`src/rtl/core/dense_graph_shortest_paths_assert.svh`:
```
// Assertion macros shared by the shortest-path RTL.
// Expects a clock named clk and an active-low reset named rst_n in scope.
`ifndef DENSE_GRAPH_SHORTEST_PATHS_ASSERT_SVH
`define DENSE_GRAPH_SHORTEST_PATHS_ASSERT_SVH

// same-cycle implication
`define DGSP_ASSERT_IMP(lbl, ante, cons) \
  lbl: assert property (@(posedge clk) disable iff (!rst_n) (ante) |-> (cons)) \
    else $error("assertion failed");

// next-cycle implication
`define DGSP_ASSERT_NXT(lbl, ante, cons) \
  lbl: assert property (@(posedge clk) disable iff (!rst_n) (ante) |=> (cons)) \
    else $error("assertion failed");

`endif

```
`src/rtl/core/dgsp_pkg.sv`:
```
// Shared types and constants for the shortest-path block.
// No dependencies.
`default_nettype none

package dgsp_pkg;

  // VID_W and DIST_W sized for up to 16 vertices; the port fields for up to 4
  localparam int VID_W      = 4;
  localparam int WEIGHT_W   = 16;
  localparam int DIST_W     = 20;
  localparam int FLD_VID_W  = 2;
  localparam int OUT_DIST_W = 18;
  localparam int SRC_W      = 2;
  localparam int CFG_AW     = 3;

  // register index codes
  localparam logic CFG_IDX_SOURCE = 1'b0;

  // min-search request walking down the chain
  typedef struct packed {
    logic              valid;
    logic              have;
    logic              known;
    logic [DIST_W-1:0] distance;
    logic [VID_W-1:0]  idx;
  } pick_tok_t;

  // one matrix-row entry walking down the chain
  typedef struct packed {
    logic                valid;
    logic                en;
    logic [VID_W-1:0]    col;
    logic [WEIGHT_W-1:0] w;
    logic [DIST_W-1:0]   du;
  } relax_tok_t;

  typedef struct packed {
    logic             init;
    logic             settle;
    logic [VID_W-1:0] settle_idx;
  } cell_ctl_t;

  typedef struct packed {
    logic              known;
    logic              settled;
    logic [DIST_W-1:0] distance;
  } cell_stat_t;

endpackage

`default_nettype wire

```
`src/rtl/core/dgsp_ram.sv`:
```
// Generic single-write, single-read RAM with registered read data.
// No dependencies.
`default_nettype none

module dgsp_ram #(
  parameter int WIDTH = 16,
  parameter int DEPTH = 16
) (
  input  wire                       clk,
  input  wire                       wr_en,
  input  wire  [$clog2(DEPTH)-1:0]  wr_addr,
  input  wire  [WIDTH-1:0]          wr_data,
  input  wire                       rd_en,
  input  wire  [$clog2(DEPTH)-1:0]  rd_addr,
  output logic [WIDTH-1:0]          rd_data
);

  logic [WIDTH-1:0] mem [DEPTH];

  always_ff @(posedge clk) begin
    if (wr_en) begin
      mem[wr_addr] <= wr_data;
    end
    if (rd_en) begin
      rd_data <= mem[rd_addr];
    end
  end

endmodule

`default_nettype wire

```
`src/rtl/core/dgsp_cell.sv`:
```
// One vertex cell: holds distance, known and settled flags; takes part in the
// min-search and relaxation requests that pass down the chain. Uses dgsp_pkg.
`default_nettype none

module dgsp_cell
  import dgsp_pkg::*;
#(
  parameter int IDX = 0
) (
  input  wire         clk,
  input  wire         rst_n,
  input  cell_ctl_t   ctl,
  input  wire         is_source,
  input  pick_tok_t   pick_in,
  output pick_tok_t   pick_out,
  input  relax_tok_t  relax_in,
  output relax_tok_t  relax_out,
  output cell_stat_t  stat
);

  localparam logic [VID_W-1:0] MY_IDX = VID_W'(IDX);

  logic              known_r, known_nxt;
  logic              settled_r, settled_nxt;
  logic [DIST_W-1:0] dist_r, dist_nxt;
  pick_tok_t         pick_r, pick_nxt;
  relax_tok_t        relax_r;

  logic              take;
  logic              hit;
  logic [DIST_W-1:0] cand;

  // later index wins ties since the request visits cells in ascending order
  always_comb begin
    if (settled_r) begin
      take = 1'b0;
    end else if (!pick_in.have) begin
      take = 1'b1;
    end else if (!known_r) begin
      take = !pick_in.known;
    end else begin
      take = !pick_in.known || (dist_r <= pick_in.distance);
    end

    pick_nxt = pick_in;
    if (pick_in.valid && take) begin
      pick_nxt.have     = 1'b1;
      pick_nxt.known    = known_r;
      pick_nxt.distance = dist_r;
      pick_nxt.idx      = MY_IDX;
    end
  end

  always_comb begin
    cand = relax_in.du + DIST_W'(relax_in.w);
    hit  = relax_in.valid && relax_in.en && (relax_in.col == MY_IDX) && !settled_r &&
           (relax_in.w != '0);

    known_nxt   = known_r;
    settled_nxt = settled_r;
    dist_nxt    = dist_r;
    if (ctl.init) begin
      known_nxt   = is_source;
      settled_nxt = 1'b0;
      dist_nxt    = '0;
    end else begin
      if (ctl.settle && (ctl.settle_idx == MY_IDX)) begin
        settled_nxt = 1'b1;
      end
      if (hit && (!known_r || (cand < dist_r))) begin
        known_nxt = 1'b1;
        dist_nxt  = cand;
      end
    end
  end

  always_ff @(posedge clk) begin
    if (!rst_n) begin
      known_r   <= 1'b0;
      settled_r <= 1'b0;
      pick_r    <= '0;
      relax_r   <= '0;
    end else begin
      known_r   <= known_nxt;
      settled_r <= settled_nxt;
      pick_r    <= pick_nxt;
      relax_r   <= relax_in;
    end
  end

  always_ff @(posedge clk) begin
    dist_r <= dist_nxt;
  end

  assign pick_out       = pick_r;
  assign relax_out      = relax_r;
  assign stat.known     = known_r;
  assign stat.settled   = settled_r;
  assign stat.distance  = dist_r;

endmodule

`default_nettype wire

```
`src/rtl/core/dense_graph_shortest_paths.sv`:
```
// Dense-graph shortest paths: matrix load, then a row of vertex cells.
// Load: one matrix entry per cycle while in_tready is high. After the last entry, V-1
// rounds (each: a min-search walks the V cells, then a matrix row walks the chain),
// a drain until the last row entry leaves the chain, then V results at one per
// cycle while out_tready is high. Reset: sync, active low; a clearing pass then zeroes
// the V*V weight RAM, in_tready low. Uses dgsp_pkg, dgsp_cell, dgsp_ram.
`default_nettype none
`include "dense_graph_shortest_paths_assert.svh"

module dense_graph_shortest_paths
  import dgsp_pkg::*;
#(
  parameter int VERTEX_COUNT = 4
) (
  input  wire                clk,
  input  wire                rst_n,
  // input requests
  input  wire                in_tvalid,
  output logic               in_tready,
  input  wire  [23:0]        in_tdata,   // from_vertex[1:0], to_vertex[3:2], edge_weight[19:4]
  input  wire                in_tlast,   // last_entry
  // results
  output logic               out_tvalid,
  input  wire                out_tready,
  output logic [23:0]        out_tdata,  // vertex_index[1:0], path_distance[19:2]
  output logic               out_tuser,  // reachable
  output logic               out_tlast,  // last_result
  // configuration
  input  wire                cfg_psel,
  input  wire                cfg_penable,
  input  wire                cfg_pwrite,
  input  wire  [CFG_AW-1:0]  cfg_paddr,
  input  wire  [31:0]        cfg_pwdata,
  output logic [31:0]        cfg_prdata,
  output logic               cfg_pready
);

  localparam int DEPTH = VERTEX_COUNT * VERTEX_COUNT;
  localparam int AW    = $clog2(DEPTH);
  localparam int VW    = $clog2(VERTEX_COUNT);
  localparam logic [VW-1:0] LAST_V     = VW'(VERTEX_COUNT - 1);
  localparam logic [VW-1:0] LAST_ROUND = VW'(VERTEX_COUNT - 2);
  localparam logic [AW-1:0] LAST_ADDR  = AW'(DEPTH - 1);

  typedef enum logic [2:0] {
    ST_CLEAR, ST_IDLE, ST_PICK, ST_RELAX, ST_DRAIN, ST_OUT
  } state_t;

  state_t              state_r;
  logic [SRC_W-1:0]    cfg_source_r;
  logic [AW-1:0]       clr_addr_r;
  logic [VW-1:0]       round_r;
  logic [VW-1:0]       col_r;
  logic [VW-1:0]       rd_col_r;
  logic                rd_pend_r;
  logic                pick_sent_r;
  logic [VID_W-1:0]    u_r;
  logic                u_known_r;
  logic [DIST_W-1:0]   du_r;
  logic [VW-1:0]       out_idx_r;
  logic                out_tvalid_r;
  logic [FLD_VID_W-1:0]  out_vid_r;
  logic [OUT_DIST_W-1:0] out_dist_r;
  logic                out_reach_r;
  logic                out_last_r;

  // input fields
  logic [FLD_VID_W-1:0] in_from;
  logic [FLD_VID_W-1:0] in_to;
  logic [WEIGHT_W-1:0]  in_weight;
  logic                 in_accept;
  logic                 in_range;
  logic [31:0]          wr_addr_full;
  logic [31:0]          rd_addr_full;

  // RAM
  logic                ram_we;
  logic [AW-1:0]       ram_waddr;
  logic [WEIGHT_W-1:0] ram_wdata;
  logic                ram_re;
  logic [WEIGHT_W-1:0] ram_rdata;

  // chain
  cell_ctl_t   ctl;
  pick_tok_t   pick_chain  [VERTEX_COUNT+1];
  relax_tok_t  relax_chain [VERTEX_COUNT+1];
  cell_stat_t  stat_vec    [VERTEX_COUNT];
  logic [VERTEX_COUNT-1:0] settled_vec;
  logic        pick_inject;
  pick_tok_t   pick_exit;
  relax_tok_t  relax_exit;

  // output
  cell_stat_t          sel_stat;
  logic                out_load;
  logic [VW+1:0]       out_idx_ext;
  logic [DIST_W+OUT_DIST_W-1:0] dist_ext;

  // config
  logic cfg_wr;

  assign in_from   = in_tdata[1:0];
  assign in_to     = in_tdata[3:2];
  assign in_weight = in_tdata[19:4];
  assign in_tready = (state_r == ST_IDLE);
  assign in_accept = in_tvalid && in_tready;
  assign in_range  = ({30'b0, in_from} < 32'(VERTEX_COUNT)) &&
                     ({30'b0, in_to} < 32'(VERTEX_COUNT));

  assign wr_addr_full = 32'(in_from) * 32'(VERTEX_COUNT) + 32'(in_to);
  assign rd_addr_full = 32'(u_r) * 32'(VERTEX_COUNT) + 32'(col_r);

  always_comb begin
    if (state_r == ST_CLEAR) begin
      ram_we    = 1'b1;
      ram_waddr = clr_addr_r;
      ram_wdata = '0;
    end else begin
      ram_we    = in_accept && in_range;
      ram_waddr = wr_addr_full[AW-1:0];
      ram_wdata = in_weight;
    end
  end

  assign ram_re = (state_r == ST_RELAX);

  dgsp_ram #(
    .WIDTH (WEIGHT_W),
    .DEPTH (DEPTH)
  ) u_weights (
    .clk     (clk),
    .wr_en   (ram_we),
    .wr_addr (ram_waddr),
    .wr_data (ram_wdata),
    .rd_en   (ram_re),
    .rd_addr (rd_addr_full[AW-1:0]),
    .rd_data (ram_rdata)
  );

  // the min-search waits until the last row entry has entered the chain so it trails it
  assign pick_inject = (state_r == ST_PICK) && !pick_sent_r && !rd_pend_r;

  always_comb begin
    pick_chain[0]       = '0;
    pick_chain[0].valid = pick_inject;

    relax_chain[0].valid = rd_pend_r;
    relax_chain[0].en    = u_known_r;
    relax_chain[0].col   = VID_W'(rd_col_r);
    relax_chain[0].w     = ram_rdata;
    relax_chain[0].du    = du_r;
  end

  assign pick_exit  = pick_chain[VERTEX_COUNT];
  assign relax_exit = relax_chain[VERTEX_COUNT];

  assign ctl.init       = in_accept && in_tlast;
  assign ctl.settle     = (state_r == ST_PICK) && pick_exit.valid;
  assign ctl.settle_idx = pick_exit.idx;

  for (genvar i = 0; i < VERTEX_COUNT; i++) begin : g_cell
    dgsp_cell #(
      .IDX (i)
    ) u_cell (
      .clk       (clk),
      .rst_n     (rst_n),
      .ctl       (ctl),
      .is_source (32'(cfg_source_r) == 32'(i)),
      .pick_in   (pick_chain[i]),
      .pick_out  (pick_chain[i+1]),
      .relax_in  (relax_chain[i]),
      .relax_out (relax_chain[i+1]),
      .stat      (stat_vec[i])
    );
    assign settled_vec[i] = stat_vec[i].settled;
  end

  // result assembly
  assign sel_stat    = stat_vec[out_idx_r];
  assign out_load    = (state_r == ST_OUT) && (!out_tvalid_r || out_tready);
  assign out_idx_ext = (VW+2)'(out_idx_r);
  assign dist_ext    = {{OUT_DIST_W{1'b0}}, sel_stat.distance};

  always_ff @(posedge clk) begin
    if (!rst_n) begin
      state_r      <= ST_CLEAR;
      clr_addr_r   <= '0;
      round_r      <= '0;
      col_r        <= '0;
      rd_col_r     <= '0;
      rd_pend_r    <= 1'b0;
      pick_sent_r  <= 1'b0;
      u_known_r    <= 1'b0;
      out_idx_r    <= '0;
      out_tvalid_r <= 1'b0;
    end else begin
      rd_pend_r <= ram_re;
      rd_col_r  <= col_r;
      if (out_load) begin
        out_tvalid_r <= 1'b1;
      end else if (out_tready) begin
        out_tvalid_r <= 1'b0;
      end
      unique case (state_r)
        ST_CLEAR: begin
          clr_addr_r <= clr_addr_r + 1'b1;
          if (clr_addr_r == LAST_ADDR) begin
            state_r <= ST_IDLE;
          end
        end
        ST_IDLE: begin
          if (in_accept && in_tlast) begin
            round_r     <= '0;
            pick_sent_r <= 1'b0;
            state_r     <= ST_PICK;
          end
        end
        ST_PICK: begin
          if (pick_inject) begin
            pick_sent_r <= 1'b1;
          end
          if (pick_exit.valid) begin
            u_known_r <= pick_exit.known;
            col_r     <= '0;
            state_r   <= ST_RELAX;
          end
        end
        ST_RELAX: begin
          col_r <= col_r + 1'b1;
          if (col_r == LAST_V) begin
            if (round_r == LAST_ROUND) begin
              state_r <= ST_DRAIN;
            end else begin
              round_r     <= round_r + 1'b1;
              pick_sent_r <= 1'b0;
              state_r     <= ST_PICK;
            end
          end
        end
        ST_DRAIN: begin
          if (relax_exit.valid && (relax_exit.col == VID_W'(LAST_V))) begin
            out_idx_r <= '0;
            state_r   <= ST_OUT;
          end
        end
        ST_OUT: begin
          if (out_load) begin
            out_idx_r <= out_idx_r + 1'b1;
            if (out_idx_r == LAST_V) begin
              state_r <= ST_IDLE;
            end
          end
        end
        default: begin
          state_r <= ST_IDLE;
        end
      endcase
    end
  end

  // payload registers
  always_ff @(posedge clk) begin
    if ((state_r == ST_PICK) && pick_exit.valid) begin
      u_r  <= pick_exit.idx;
      du_r <= pick_exit.distance;
    end
    if (out_load) begin
      out_vid_r   <= out_idx_ext[FLD_VID_W-1:0];
      out_dist_r  <= sel_stat.known ? dist_ext[OUT_DIST_W-1:0] : '0;
      out_reach_r <= sel_stat.known;
      out_last_r  <= (out_idx_r == LAST_V);
    end
  end

  assign out_tvalid = out_tvalid_r;
  assign out_tdata  = {4'b0, out_dist_r, out_vid_r};
  assign out_tuser  = out_reach_r;
  assign out_tlast  = out_last_r;

  // configuration
  assign cfg_pready = 1'b1;
  assign cfg_wr     = cfg_psel && cfg_penable && cfg_pwrite && cfg_pready;

  always_ff @(posedge clk) begin
    if (!rst_n) begin
      cfg_source_r <= '0;
    end else if (cfg_wr && (cfg_paddr[2] == CFG_IDX_SOURCE)) begin
      cfg_source_r <= cfg_pwdata[SRC_W-1:0];
    end
  end

  assign cfg_prdata = (cfg_paddr[2] == CFG_IDX_SOURCE) ? {30'b0, cfg_source_r} : '0;

  `DGSP_ASSERT_IMP(a_pick_trails_relax, pick_inject, !relax_chain[0].valid)
  `DGSP_ASSERT_IMP(a_clear_quiet, state_r == ST_CLEAR, !in_tready && !out_tvalid_r)
  `DGSP_ASSERT_IMP(a_settled_count, state_r == ST_OUT,
                   $countones(settled_vec) == VERTEX_COUNT - 1)
  `DGSP_ASSERT_IMP(a_relax_in_run, relax_exit.valid,
                   state_r == ST_PICK || state_r == ST_RELAX || state_r == ST_DRAIN)
  `DGSP_ASSERT_NXT(a_settle_leaves_pick, ctl.settle, state_r == ST_RELAX)

endmodule

`default_nettype wire
```
`config.mk`:
```
export PLATFORM = sky130hd
export DESIGN_NAME = dense_graph_shortest_paths
export DESIGN_NICKNAME = d
export VERILOG_FILES = /design/src/rtl/core/dgsp_pkg.sv /design/src/rtl/core/dgsp_ram.sv /design/src/rtl/core/dgsp_cell.sv /design/src/rtl/core/dense_graph_shortest_paths.sv
export VERILOG_INCLUDE_DIRS = /design/src /design/src/rtl/core
export SDC_FILE = /design/constraint.sdc
export NUM_CORES = 1
export LEC_CHECK = 0
export ABC_AREA = 1
export BUFFER_PORTS_ARGS = -buffer_cell sky130_fd_sc_hd__clkbuf_2
export CAP_MARGIN = 25
export CORE_MARGIN = 2
export CORE_UTILIZATION = 50
export DETAILED_ROUTE_END_ITERATION = 12
export PLACE_DENSITY = 0.63
export RECOVER_POWER = 50
export REMOVE_ABC_BUFFERS = 1
export SYNTH_ARGS = -nofsm -noshare
export SYNTH_HDL_FRONTEND = slang
export SYNTH_HIERARCHICAL = 1
export SYNTH_SLANG_ARGS = --single-unit
```
`constraint.sdc`:
```
create_clock -name clk -period 3.9 [get_ports clk]
set_input_delay 0.195 -clock clk [delete_from_list [all_inputs] [get_ports clk]]
set_output_delay 0.195 -clock clk [all_outputs]
set_load 0.005 [all_outputs]
```
; Yosys cells after proc, flatten, opt, wreduce, memory -nomap -nowiden
; Memories as Yosys holds them, arrays and structs flattened. A register that Yosys moved wholly into a read port is not among the register bits.
; Index checks and enable logic that the tools add are counted.
[totals]
inputBits = 67
reg_bits = 391
n_memories = 1
ramBits = 256
word_cells = 263
[mem_list]
columns = memory, words, width, read_ports, rd_ports_with_merged_regs, wr, line
row1 = u_weights.mem, 16, 16, 1, 1, 1, dgsp_ram.sv:18  ; logic [WIDTH-1:0] mem [DEPTH];
[op_classes]
add_sub_neg = 10
mux = 56
n_eq_ne = 28
n_bitwise = 3
reduce_logical = 88
magnitude_cmp = 8
[op_table]
columns = op, count
row1 = $add 20x16->20, 4
row2 = $lt 20x20->1, 4
row3 = $mux 26, 3
row4 = $reduce_bool 16->1, 4
row5 = $le 20x20->1, 3
row6 = $bmux 22 s2, 1
row7 = $mux 22, 2
row8 = $logic_and 1x1->1, 38
row9 = $mux 1, 27
row10 = $mux 25, 1
row11 = $mux 3, 8
row12 = $eq 4x2->1 const B, 5
row13 = $pmux 3 s6, 1
row14 = $mux 16, 1
row15 = $reduce_bool 2->1, 8
row16 = $logic_not 1->1, 14
row17 = $mux 2, 7
row18 = $pmux 2 s2, 3
row19 = $eq 2x2->1 const B, 5
row20 = $ne 2x1->1 const B, 5
row21 = $add 4x2->4, 2
row22 = $eq 4x1->1 const B, 2
row23 = $logic_not 4->1, 2
row24 = $logic_or 1x1->1, 8
row25 = other kinds (22), 35

; Depth between registers and ports, before layout
[depth]
ltp_word = 7
depth_mapped = 28
mapped_depth_nobuf = 27

; Modules after synthesis
; The synthesis kept the hierarchy.
[modules_own_cells]
columns = mod, cells_per_inst, area_each_um2, n_inst, seq_area_each_um2
row1 = dgsp_ram, 1074, 11541.1, 1, 8167.8
row2 = dgsp_cell at g_cell[1].u_cell ..., 782, 5371.4, 2, 1821.7
row3 = dgsp_cell at g_cell[3].u_cell, 777, 5373.9, 1, 1821.7
row4 = dgsp_cell at g_cell[0].u_cell, 764, 5251.3, 1, 1821.7
row5 = dense_graph_shortest_paths, 443, 3567.2, 1, 1741.7

; Worst setup path before layout
; OpenSTA, ideal clock, no wires.
[synth_path]
path_type = register -> register
from = register g_cell[2].u_cell.relax_r (netlist bit g_cell[2].u_cell/relax_out[20])
to = register g_cell[3].u_cell.dist_r[10]
setup_slack_ps = 774
path_stages_with_launch = 29
t_required_ps = 3788
path_buffers = 1
arrival_time_ps = 3015
setup_time_ps = 112
path_cell_list = dfxtp_1 -> ha_1 -> inv_1 -> fa_1 -> inv_1 -> nand3_1 -> nand2_1 -> nand3_1 -> nand2_1 -> nand3_1 -> nand2_1 -> nand2_1 -> nand2_1 -> nand2_1 -> ha_1 -> nand2_1 -> inv_1 -> nand2_1 -> nor2_2 -> inv_1 -> nor2_1 -> nand2_1 -> nand3_2 -> nand2_4 -> nand2_4 -> inv_6 -> buf_12 -> nor2_1 -> nor2_1
[synth_between]
elab_chain_cells = 4
[synth_rtl]
columns = element, line
row1 = "start, declared", dgsp_cell.sv:27  ; relax_tok_t relax_r;
row2 = "start signal, assigned", dgsp_cell.sv:87  ; relax_r <= relax_in;
row3 = $add 20x16->20, dgsp_cell.sv:55  ; cand = relax_in.du + DIST_W'(relax_in.w);
row4 = via g_cell[3].u_cell.cand[18], dgsp_cell.sv:31  ; logic [DIST_W-1:0] cand;
row5 = $lt 20x20->1, dgsp_cell.sv:70  ; if (hit && (!known_r || (cand < dist_r))) begin
row6 = $logic_or 1x1->1, dgsp_cell.sv:70
row7 = $logic_and 1x1->1, dgsp_cell.sv:70
row8 = "end signal, assigned", dgsp_cell.sv:92  ; dist_r <= dist_nxt;
row9 = "end, declared", dgsp_cell.sv:25  ; logic [DIST_W-1:0] dist_r, dist_nxt;
; The timed path passes the listed nets, and every way through them passes these cells.
; A chain may end at the register's enable or synchronous reset.

; Final worst setup path
[layout_path]
from = register g_cell[0].u_cell.relax_r (netlist bit g_cell[0].u_cell/relax_out[20])
to = register g_cell[1].u_cell.dist_r[11]
[layout_between]
elab_chain_cells = 4
[layout_rtl]
columns = element, line
row1 = "start, declared", dgsp_cell.sv:27
row2 = "start signal, assigned", dgsp_cell.sv:87
row3 = $add 20x16->20, dgsp_cell.sv:55
row4 = via g_cell[1].u_cell.cand[18], dgsp_cell.sv:31
row5 = $lt 20x20->1, dgsp_cell.sv:70
row6 = $logic_or 1x1->1, dgsp_cell.sv:70
row7 = $logic_and 1x1->1, dgsp_cell.sv:70
row8 = "end signal, assigned", dgsp_cell.sv:92
row9 = "end, declared", dgsp_cell.sv:25
; The timed path passes the listed nets, and every way through them passes these cells.

==> impl_metrics.py <==
metrics = {
    "run_status": {
        "outcome": "complete, but fails checks",
        "violations": "capacitance limit, slew limit",
    },
    "global_route": {
        "grt_usage_pct": 26.3,
        "grt_first_pass_wirelength_um": 148000,
        "grt_pass1_vias": 26100,
        "grt_overflow": 0,
        "antenna_found_initial": 9,
        "grt_max_degree": 95,
    },
    "routing": {
        "drcViolationCount": 0,
        "routedWlPerCell_um": 17.2,
        "num_vias": 28000,
        "dr.pass1.iters": 6,
        "vias_per_cell": 5.01,
        "drt-total-wl_um": 96400,
        "first_iter_violations": 2091,
        "postRouteAntennaNets": 0,
    },
    "finish": {
        "layout_commonest_cell": "nand2_1",
        "nFillCells": 6548,
        "drive_above_1_share_pct": 6.55,
        "final_cells": 5598,
        "fin_area_um2": 39000,
        "fin_nets": 4893,
        "areaGrowthSynthToFinish_pct": 10.2,
        "ff_latch_area_um2": 16400,
        "final_cell_mix": "nand2_1, inv_1, nor2_1",
        "multi_input_comb_area_um2": 15000,
    },
    "sta": {
        "hold_viol_final": 0,
        "setup-tns-final_ns": 0,
        "setup_viol": 0,
        "min_period_ns": 3.60,
        "period_share_pct": 92.2,
        "fmax_ghz": 0.278,
        "hold_ws_ns": 0.0449,
        "slew_viol_final": 462,
        "max_slew.worst_pin.slew_ns": 3.05,
        "finClkSkew_ns": 0.0334,
        "relSlewSlack_pct": -103,
    },
    "power": {
        "leakagePower_nw": 19.1,
        "vdd_drop_max_uv": 495,
        "p_per_area_nw_per_um2": 533,
        "p_total_mw": 20.8,
    },
    "placed_design": {
        "dp.cells": 5452,
        "place_congestion": 0.935,
        "io_buffers": 56,
        "dp_hpwl_um": 71100,
        "place_area_um2": 36400,
    },
    "die": {
        "die_h_um": 270,
        "io_pins": 128,
        "die_w_um": 270,
        "start_util_pct": 50.5,
        "core_area_um2": 70000,
        "dieArea_um2": 72900,
        "rows": 97,
    },
    "synth": {
        "yosys_warnings": 6,
        "netlist_instances": 4502,
        "netlist_area_um2": 35400,
        "syn_avg_cell_area_um2": 7.86,
    },
    "hold_path": {
        "min_path_type": "primary input to register",
    },
    "clocking": {
        "cts_tree": "built",
        "cts-htree-levels": 3,
        "cts.sinks": 663,
        "clk_latency_ns": 0.65,
        "cts_root_buf": "clkbuf_16",
        "clk_pin_slew_ns": 0.06,
        "cts_buffers": 74,
        "clockBufferDepth": 3,
    },
    "job": {
        "max_cap_viol_count": 10,
    },
    "critical_path": {
        "cp.arrival_ns": 4.12,
        "critical_path.max_fanout": 14,
        "critPathLaunchType": "register",
        "worst_ep_required_time_ns": 4.42,
        "end_kind": "register",
        "critical_path_class": "register to register",
    },
}
-- critical path, stage by stage, from the launching register on --
cell and delay (ns):
dfxtp_2 0.37, ha_2 0.22, inv_1 0.06, fa_1 0.40, inv_1 0.10, nand3_1 0.06
nand2_1 0.15, nand3_1 0.09, nand2_1 0.10, nand3_1 0.10, nand2_1 0.13, nand2_1 0.06
nand2_1 0.05, nand2_1 0.13, ha_1 0.32, nand2_1 0.07, nor2_2 0.13, nand4_1 0.11
nor2_1 0.10, nand2_1 0.06, nand3_1 0.12, nand2_4 0.13, buf_6 0.21, a21oi_1 0.14
nor2_1 0.06
-- cell type report --
type	instances	share of cell area (%)
multi-input cells	2923	38.5
repair buffers	125	2.11
diodes	1	0.00642
inverters	811	7.83
flip-flops and latches	663	42.2
clock inverters	35	1.14
well taps	940	3.02
clock buffers	100	5.26
-- registers in the layout, indices dropped and copies added, names as in the netlist, 3 cells and up --
signal / cells
clr_addr_r: 4
du_r: 20
g_cell.u_cell/dist_r: 80
g_cell.u_cell/known_r: 4
g_cell.u_cell/pick_out: 107
g_cell.u_cell/relax_out: 131
g_cell.u_cell/settled_r: 4
out_dist_r: 18
state_r: 3
u_weights/mem: 256
u_weights/rd_data: 16
-- repair_timing --
action	4_1_cts	5_1_grt
gates resized for setup	0	17
setup buffers	0	2
endpoints found under the hold margin	3	8
hold buffers	6	1
setup endpoints to repair	0	69
-- power by group --
part | internal (mW) | total, mW | switching [mW]
Combinational | 1.39 | 4.70 | 3.31
Clock | 4.03 | 7.05 | 3.01
Sequential | 8.59 | 9.02 | 0.436
Total | 14.0 | 20.8 | 6.76
-- path summary, 6_finish.rpt --
| kind | start | endpoint | slack, ns | depth (start not counted) |
|---|---|---|---|---|
| worst max register to register | g_cell[0].u_cell/relax_out[20]$_SDFF_PN0_ | g_cell[1].u_cell/dist_r[11]$_SDFFE_PP0P_ | 0.30 | 24 |
| worst min register to register | g_cell[3].u_cell/pick_out[9]$_SDFF_PN0_ | du_r[5]$_DFFE_PP_ | 0.40 | 0 |
| worst max-delay path | g_cell[0].u_cell/relax_out[20]$_SDFF_PN0_ | g_cell[1].u_cell/dist_r[11]$_SDFFE_PP0P_ | 0.30 | 24 |
| worst min-delay path | in_tdata[12] | u_weights/mem[13][8]$_DFFE_PP_ | 0.04 | 3 |
-- per-stage QoR --
step           util [%]  setup WS (ns)
5_1_grt            55.7       -0.00575
3_5_place_dp       52.0          0.232
6_report           55.7          0.302
2_1_floorplan         -         -0.795
3_3_place_gp       52.0          0.269
4_1_cts            55.6          0.172
-- routing by layer --
layer	global-route usage (%)	routed length [µm]	vias up
li1	-	-	14300
met1	32.2	39800	12800
met2	45.1	46500	689
met3	4.80	5610	204
met4	11.8	4440	6
met5	0	32	-
(Power assumes the default switching activity.)
